**src/sorted_region_table_merge_assert.svh**
```systemverilog
// Assertion macros used by the region table top level.
// Needs a clock named clk and a synchronous reset named rst in scope.
`ifndef SORTED_REGION_TABLE_MERGE_ASSERT_SVH
`define SORTED_REGION_TABLE_MERGE_ASSERT_SVH

// Same-cycle implication, checked outside reset.
`define SRTM_ASSERT_NOW(lbl, ante, cons, msg) \
  lbl: assert property (@(posedge clk) disable iff (rst) (ante) |-> (cons)) else $error(msg);

// Next-cycle implication, checked outside reset.
`define SRTM_ASSERT_NEXT(lbl, ante, cons, msg) \
  lbl: assert property (@(posedge clk) disable iff (rst) (ante) |=> (cons)) else $error(msg);

`endif

```
**src/srtm_pkg.sv**
```systemverilog
// Package for the sorted region table: request and response types, codes,
// the per-entry record, cell control record and type classification.
package srtm_pkg;

  localparam int DEPTH_DEFAULT = 128;
  localparam int CLASS_COUNT   = 4;
  localparam int IDX_W         = 11;
  localparam logic [6:0]  RANK_MAX = 7'd127;
  localparam logic [31:0] ADDR_MAX = 32'hffff_ffff;

  typedef enum logic [1:0] {
    CMD_INSERT = 2'd0,
    CMD_MERGE  = 2'd1,
    CMD_READ   = 2'd2,
    CMD_NONE   = 2'd3
  } cmd_t;

  typedef enum logic [2:0] {
    ST_OK      = 3'd0,
    ST_FULL    = 3'd1,
    ST_HIGH    = 3'd2,
    ST_UNKNOWN = 3'd3,
    ST_RANGE   = 3'd4
  } status_t;

  typedef enum logic [1:0] {
    S_IDLE,
    S_MERGE,
    S_CLASS,
    S_DELIVER
  } state_t;

  typedef enum logic [1:0] {
    OP_HOLD,
    OP_INSERT,
    OP_MERGE,
    OP_RANK
  } cell_op_t;

  typedef struct packed {
    logic [1:0]  command;
    logic [63:0] base;
    logic [63:0] length;
    logic [31:0] region_type;
    logic [6:0]  read_index;
  } in_t;

  typedef struct packed {
    logic [2:0]  status;
    logic [31:0] entry_start;
    logic [31:0] entry_end;
    logic [31:0] entry_type;
    logic [1:0]  entry_class;
    logic [6:0]  class_rank;
    logic [7:0]  entry_count;
  } out_t;

  typedef struct packed {
    logic [31:0] region_start;
    logic [31:0] region_end;
    logic [31:0] region_kind;
    logic [6:0]  region_rank;
  } entry_t;

  typedef struct packed {
    cell_op_t         op;
    entry_t           fresh;
    logic [IDX_W-1:0] pos;
    logic [IDX_W-1:0] count;
    logic [IDX_W-1:0] pick;
  } cell_ctrl_t;

  function automatic logic kind_known(input logic [31:0] kind);
    return (kind >= 32'd1) && (kind <= 32'(CLASS_COUNT));
  endfunction

  function automatic logic [1:0] kind_class(input logic [31:0] kind);
    logic [31:0] k;
    k = kind - 32'd1;
    return k[1:0];
  endfunction

endpackage

```
**src/srtm_cell.sv**
```systemverilog
// One table cell: holds one region entry and moves it to or from its
// neighbors on insert and merge. Depends on srtm_pkg.
module srtm_cell #(
  parameter int IDX = 0
) (
  input  logic               clk,
  input  srtm_pkg::cell_ctrl_t ctrl,
  input  srtm_pkg::entry_t   left,
  input  srtm_pkg::entry_t   right,
  input  logic               le_left,
  output srtm_pkg::entry_t   ent,
  output logic               le,
  output logic               hit,
  output srtm_pkg::entry_t   tap
);
  import srtm_pkg::*;

  localparam logic [IDX_W-1:0] ME = IDX_W'(IDX);

  // Sorted starts make le a prefix over the occupied cells.
  assign le  = (ME < ctrl.count) && (ent.region_start <= ctrl.fresh.region_start);
  assign hit = (ME == ctrl.pos) && (ent.region_start <= right.region_start) &&
               (ent.region_end >= right.region_start) &&
               (ent.region_kind == right.region_kind);
  assign tap = (ME == ctrl.pick) ? ent : '0;

  always_ff @(posedge clk) begin
    case (ctrl.op)
      OP_INSERT: begin
        if (ME <= ctrl.count && !le) begin
          ent <= le_left ? ctrl.fresh : left;
        end
      end
      OP_MERGE: begin
        if (ME == ctrl.pos) begin
          if (right.region_end > ent.region_end) begin
            ent.region_end <= right.region_end;
          end
        end else if (ME > ctrl.pos) begin
          ent <= right;
        end
      end
      OP_RANK: begin
        if (ME == ctrl.pos) begin
          ent.region_rank <= ctrl.fresh.region_rank;
        end
      end
      default: begin
      end
    endcase
  end

endmodule

```
**config.mk**
```make
export PLATFORM = sky130hd
export DESIGN_NAME = srtm_cell
export DESIGN_NICKNAME = d
export VERILOG_FILES = /design/src/sorted_region_table_merge_assert.svh /design/src/srtm_pkg.sv /design/src/srtm_cell.sv
export SDC_FILE = /design/constraint.sdc
export NUM_CORES = 1
export LEC_CHECK = 0
export BUFFER_PORTS_ARGS = -buffer_cell sky130_fd_sc_hd__buf_2
export CORE_AREA = 2 2 217 219
export DETAILED_ROUTE_END_ITERATION = 10
export DIE_AREA = 0 0 219 221
export GPL_ROUTABILITY_DRIVEN = 0
export GPL_TIMING_DRIVEN = 0
export HOLD_SLACK_MARGIN = 0.15
export SLEW_MARGIN = 10
export SYNTH_ARGS = -nofsm -noshare
export SYNTH_HDL_FRONTEND = slang
export SYNTH_SLANG_ARGS = --single-unit
```
**constraint.sdc**
```tcl
create_clock -name clk -period 9.3 [get_ports clk]
set_clock_uncertainty 0.15 [all_clocks]
set_input_delay 1.86 -clock clk [delete_from_list [all_inputs] [get_ports clk]]
set_output_delay 1.86 -clock clk [all_outputs]
set_load 0.05 [all_outputs]
```
# ---- Word-level counts from Yosys, hierarchy flattened
# Cells that the tools add are included.
dict set report word_totals {
  regBits 103
  inputBits 346
  wordCells 45
}
dict set report classes {
  order_cmp 7
  n_eq_ne 10
  n_mux 11
  reduce_logical 13
}
# operator count
set ops {}
lappend ops {{103-bit 2-to-1 mux} 4}
lappend ops {{96-bit one-hot mux with 2 select lines} 1}
lappend ops {{32-bit 2-to-1 mux} 3}
lappend ops {{32-bit <= comparator} 2}
lappend ops {{39-bit 2-to-1 mux} 1}
lappend ops {{32-bit equality test} 1}
lappend ops {{32-bit >= comparator} 1}
lappend ops {{32-bit greater-than comparator} 1}
lappend ops {{11-bit zero test} 2}
lappend ops {{7-bit one-hot mux with 3 select lines} 1}
lappend ops {{1-bit by 11-bit greater-than comparator with 1-bit output (first input constant)} 1}
lappend ops {{1-bit by 11-bit <= comparator with 1-bit output (first input constant)} 1}
lappend ops {{1-bit by 11-bit less-than comparator with 1-bit output (first input constant)} 1}
lappend ops {{2-bit inequality test (second input constant)} 4}
lappend ops {{4-bit AND reduction} 2}
lappend ops {{7-bit 2-to-1 mux} 1}
lappend ops {{3-bit inequality test (second input constant)} 2}
lappend ops {{1-bit logical AND} 5}
lappend ops {{5-bit AND reduction} 1}
lappend ops {{2-bit equality test (second input constant)} 2}
lappend ops {{3-bit nonzero test} 1}
lappend ops {{2-bit by 1-bit equality test with 1-bit output (second input constant)} 1}
lappend ops {{2-bit nonzero test} 1}
lappend ops {{1-bit zero test} 1}

# ---- Logic depth before layout (Yosys ltp)
dict set report logic_depth {
  word_depth 6
  ltp_mapped 8
}

# ---- Worst setup path before layout
# No wires, ideal clock.
dict set report synth_timing {
  path_kind {in2reg}
  start {in ctrl[118] (netlist bit)}
  end {reg ent[100] (netlist bit), enable pin}
  setup_time_ns 0.578
  arrival_time_ns 7.825
  slack_ns 0.747
  stages 8
  n_path_buf 0
  path_cell_list {inv_1 > ha_1 > nand4_1 > or3_1 > a21oi_1 > or4b_2 > a21oi_4 > nor3b_1}
}
dict set report synth_between {
  elab_chain_len 6
}
# element line_no
set synth_rtl {}
lappend synth_rtl {{from (decl)} srtm_cell.sv:7} ;# input srtm_pkg::cell_ctrl_t ctrl,
lappend synth_rtl {{32-bit <= comparator} srtm_cell.sv:21} ;# assign le = (ME < ctrl.count) && (ent.region_start <= ctrl.fresh.region_start);
lappend synth_rtl {{1-bit logical AND} srtm_cell.sv:21}
lappend synth_rtl {{via le} srtm_cell.sv:12} ;# output logic le,
lappend synth_rtl {{1-bit zero test} srtm_cell.sv:30} ;# if (ME <= ctrl.count && !le) begin
lappend synth_rtl {{1-bit logical AND} srtm_cell.sv:30}
lappend synth_rtl {{2-bit inequality test (no source line)} -}
lappend synth_rtl {{4-bit AND reduction (no source line)} -}
lappend synth_rtl {{to (signal assigned)} srtm_cell.sv:31} ;# ent <= le_left ? ctrl.fresh : left;
lappend synth_rtl {{to (signal assigned)} srtm_cell.sv:40} ;# ent <= right;
lappend synth_rtl {{to (decl)} srtm_cell.sv:11} ;# output srtm_pkg::entry_t ent,
# The timed path passes the listed nets, and every way through them passes these cells.
# A chain may end at the register's enable or synchronous reset.

==> results.toml <==
[cts]
clkTransAtPathRegs_ps = 90
cts-resized-gates = 0
cts_sinks = 103
cts_buffer_depth = 2
cts_root_buffer = "clkbuf_16"
cts_buffers = 9
clk_latency_ps = 390
cts_max_level = 3
post_cts_buffers = 0
cts-hold-fix-buffers = 0
cts_tree = "done"

[global_route]
grt_pass1_vias = 10500
grt_usage = 0.196
grt_first_pass_wirelength_um = 67700
grt_max_degree = 18
antenna_found_initial = 18
overflow = 0

[routing]
first_pass_iters = 5
totalWireLength_um = 48900
top_layer = "met5"
drt-met1-wl_um = 18700
drt_iter0_markers = 452
ant_nets = 0
viasPerCell = 4.58
drc_errors = 0
wl_met2_um = 24700
wl_met3_um = 2860
wire_per_inst_um = 21.7
vias = 10300

[timing]
fin_crit_ps = 6780
fin_crit_sh = 0.729
finalHoldViolCount = 0
clock.fmax_ghz = 0.147
relSlewSlack = 0.306
drv_slew = 0
rsz0062_at_grt = "no"
setup_viol = 0
setup_tns_ps = 0
worstMarginPinSlew_ps = 1030

[yosys]
synth_seq_cells = 103
syn_avg_cell_area_sq_um = 9.03
syn_inst = 1054
netlist.area_leader.share = 0.325
syn_nets = 1531
synth_top_family_by_area = "simple AND/OR/NAND/NOR gates"
synth_edf_count = 103
synth_area_sq_mm = 0.00952
synthTopCellsByArea = "edfxtp_1, ha_1, mux2i_1"
yosysWarnings = 0
synth.distinct_cells = 48
ys_dominant_reg_cell = "edfxtp_1"
synthMuxAreaShare = 0.101
synth-simple-area-share = 0.178
synth_xor_area_frac = 0.0295
ys_seq_area_frac = 0.325
synth_fa_ha_area_frac = 0.172
yosys.area.top_type = "edfxtp_1"
synth_compound_area_frac = 0.135
synthArstFlopShare = 0

[power]
p_seq_frac = 0.404
clkPwrFrac = 0.275
switching_share = 0.370
p_leak_nw = 6.74
p_int_mw = 0.902
cellPowerDensity_mw_per_mm2 = 106
p_sw_mw = 0.531
p_total_mw = 1.43
peakVddDrop_v = 0.0000710
p_comb_frac = 0.321

[floorplan]
die_w_um = 219
core_sq_mm = 0.0461
initial_utilization = 0.207
dieArea_sq_mm = 0.0484
rows = 79
ios = 554
die_h_um = 221

[setup_path]
timing.rr.start = "ent[85]"
critPathMaxFanout = 10
ff2ff_setup_slack_ps = 5370
crit_arrival_ps = 4770
cp-start-kind = "primary input"
endpoint_kind = "output port"
worstSetupPathType = "in -> out"
timing.rr.end = "ent[28]"
rr_worst_depth = 10
crit_required_ps = 7290

[final_layout]
fin_nets = 2105
largest_reg_flops = 103
drive_gt1_frac = 0.363
layout-area-overhead-vs-synth_pct = 41.5
reg_top3 = "ent: 103 flops"
n_fill_cell = 5015
finalInstanceArea_sq_mm = 0.0135
multiInputGateArea_sq_mm = 0.00589
fin_cells = 2251
regArea_sq_mm = 0.00309
top_register = "ent"

[hold_path]
holdPathStages = 5
min_path_type = "reg -> reg"
worstHoldEndpoint = "ent[67]"
worstHoldStart = "ent[39]"

[run_status]
status = "complete, no violations"

[placement]
dpl-instance-area_sq_mm = 0.0132
port_buffers = 552
dp_hpwl_um = 42500
dp_cells = 2224

[job]
maxCapViolCount = 0
-- critical path, cell delays in order --
cell	delay (ps)
buf_2	90
nor4_1	360
nand2_1	120
nor4_2	520
buf_2	530
clkbuf_1	730
and2_1	270
buf_2	270
-- synthesized netlist by cell type, types with 2 or more instances --
| cell | n |
|---|---|
| o211ai_1 | 3 |
| nor4_1 | 12 |
| a221o_1 | 2 |
| o21a_1 | 3 |
| a22oi_1 | 12 |
| a211oi_1 | 7 |
| nor2_1 | 11 |
| ha_1 | 131 |
| a21boi_0 | 2 |
| edfxtp_1 | 103 |
| nand3_1 | 15 |
| a221oi_1 | 2 |
| and4_1 | 5 |
| nor3_1 | 8 |
| nor2b_1 | 6 |
| and2_1 | 104 |
| nor3b_1 | 2 |
| xnor2_1 | 32 |
| a21oi_1 | 45 |
| nand2_1 | 124 |
| nand4_1 | 28 |
| or3_1 | 2 |
| buf_2 | 7 |
| a21o_1 | 13 |
| clkbuf_1 | 33 |
| buf_1 | 7 |
| mux2i_1 | 96 |
| inv_1 | 99 |
| o21ai_0 | 121 |
-- final cells by class --
type / count / area share
tap: 607 / 0.0564
buffer: 47 / 0.0137
multi-input combinational: 805 / 0.438
inverter: 99 / 0.0276
clock buffer: 9 / 0.0167
timing repair buffer: 563 / 0.213
antenna: 11 / 0.00204
sequential: 103 / 0.230
clock inverter: 7 / 0.00353
-- through the flow --
stage / hold slack (ps) / setup slack (ps) / utilization
2_1_floorplan: 1630 / 747 / -
4_1_cts: 1490 / 2410 / 0.292
3_5_place_dp: 1460 / 2400 / 0.286
5_1_grt: 1580 / 2340 / 0.292
3_3_place_gp: 1530 / -3700 / 0.283
6_report: 1470 / 2520 / 0.292
-- kinds of logic (layout without fill, tap and decap cells) --
| logic type | Yosys count | after routing |
|---|---|---|
| other cells | 0 | 11 |
| compound gates | 222 | 222 |
| buf+inv | 146 | 725 |
| fa+ha+maj | 131 | 131 |
| xor+xnor | 32 | 32 |
| mux | 96 | 96 |
| simple gates | 324 | 324 |
| flops | 103 | 103 |
-- power by group through the flow --
stage / sequential [mW] / clock [mW] / combinational [mW]
floorplan: 0.651 / 0 / 0.188
global placement: 0.594 / 0 / 0.444
detailed placement: 0.591 / 0 / 0.463
CTS: 0.580 / 0.413 / 0.465
global route: 0.582 / 0.422 / 0.506
finish: 0.579 / 0.394 / 0.459
-- how the worst max path moves through the flow --
stage	startpoint	end	slack [ps]	depth (start not counted)
after floorplan	ctrl[118]	ent[100]	750	8
after global placement	ctrl[136]	ent[80]	-3700	7
after detailed placement	ctrl[1]	tap[68]	2400	8
after CTS	ctrl[1]	tap[68]	2410	8
after global routing	ctrl[1]	tap[68]	2340	8
final	ctrl[1]	tap[69]	2520	8
-- per-layer routing --
metal | GRT usage | vias up
met5 | 0 | -
met4 | 0.120 | 6
met3 | 0.0379 | 83
met1 | 0.213 | 4850
li1 | - | 4934
met2 | 0.349 | 440
-- cell usage in the layout (no fill, tap or decap), types with 2 or more instances in the layout --
master / n
mux2i_1: 96
a221o_1: 2
clkbuf_1: 33
or3_1: 2
inv_1: 99
clkbuf_16: 9
nor3_1: 8
a21o_1: 13
clkinvlp_4: 3
nand4_1: 28
nor2_1: 11
buf_6: 5
nand3_1: 15
ha_1: 131
xnor2_1: 32
buf_1: 7
a21boi_0: 2
o21ai_0: 121
buf_4: 6
a221oi_1: 2
nor2b_1: 6
a211oi_1: 7
a22oi_1: 12
and2_1: 104
o211ai_1: 3
a21oi_1: 45
edfxtp_1: 103
o21a_1: 3
nor4_2: 2
buf_2: 559
clkinv_1: 2
and4_1: 5
nor4_1: 11
nand2_1: 124
diode_2: 11
(Power assumes the default switching activity.)
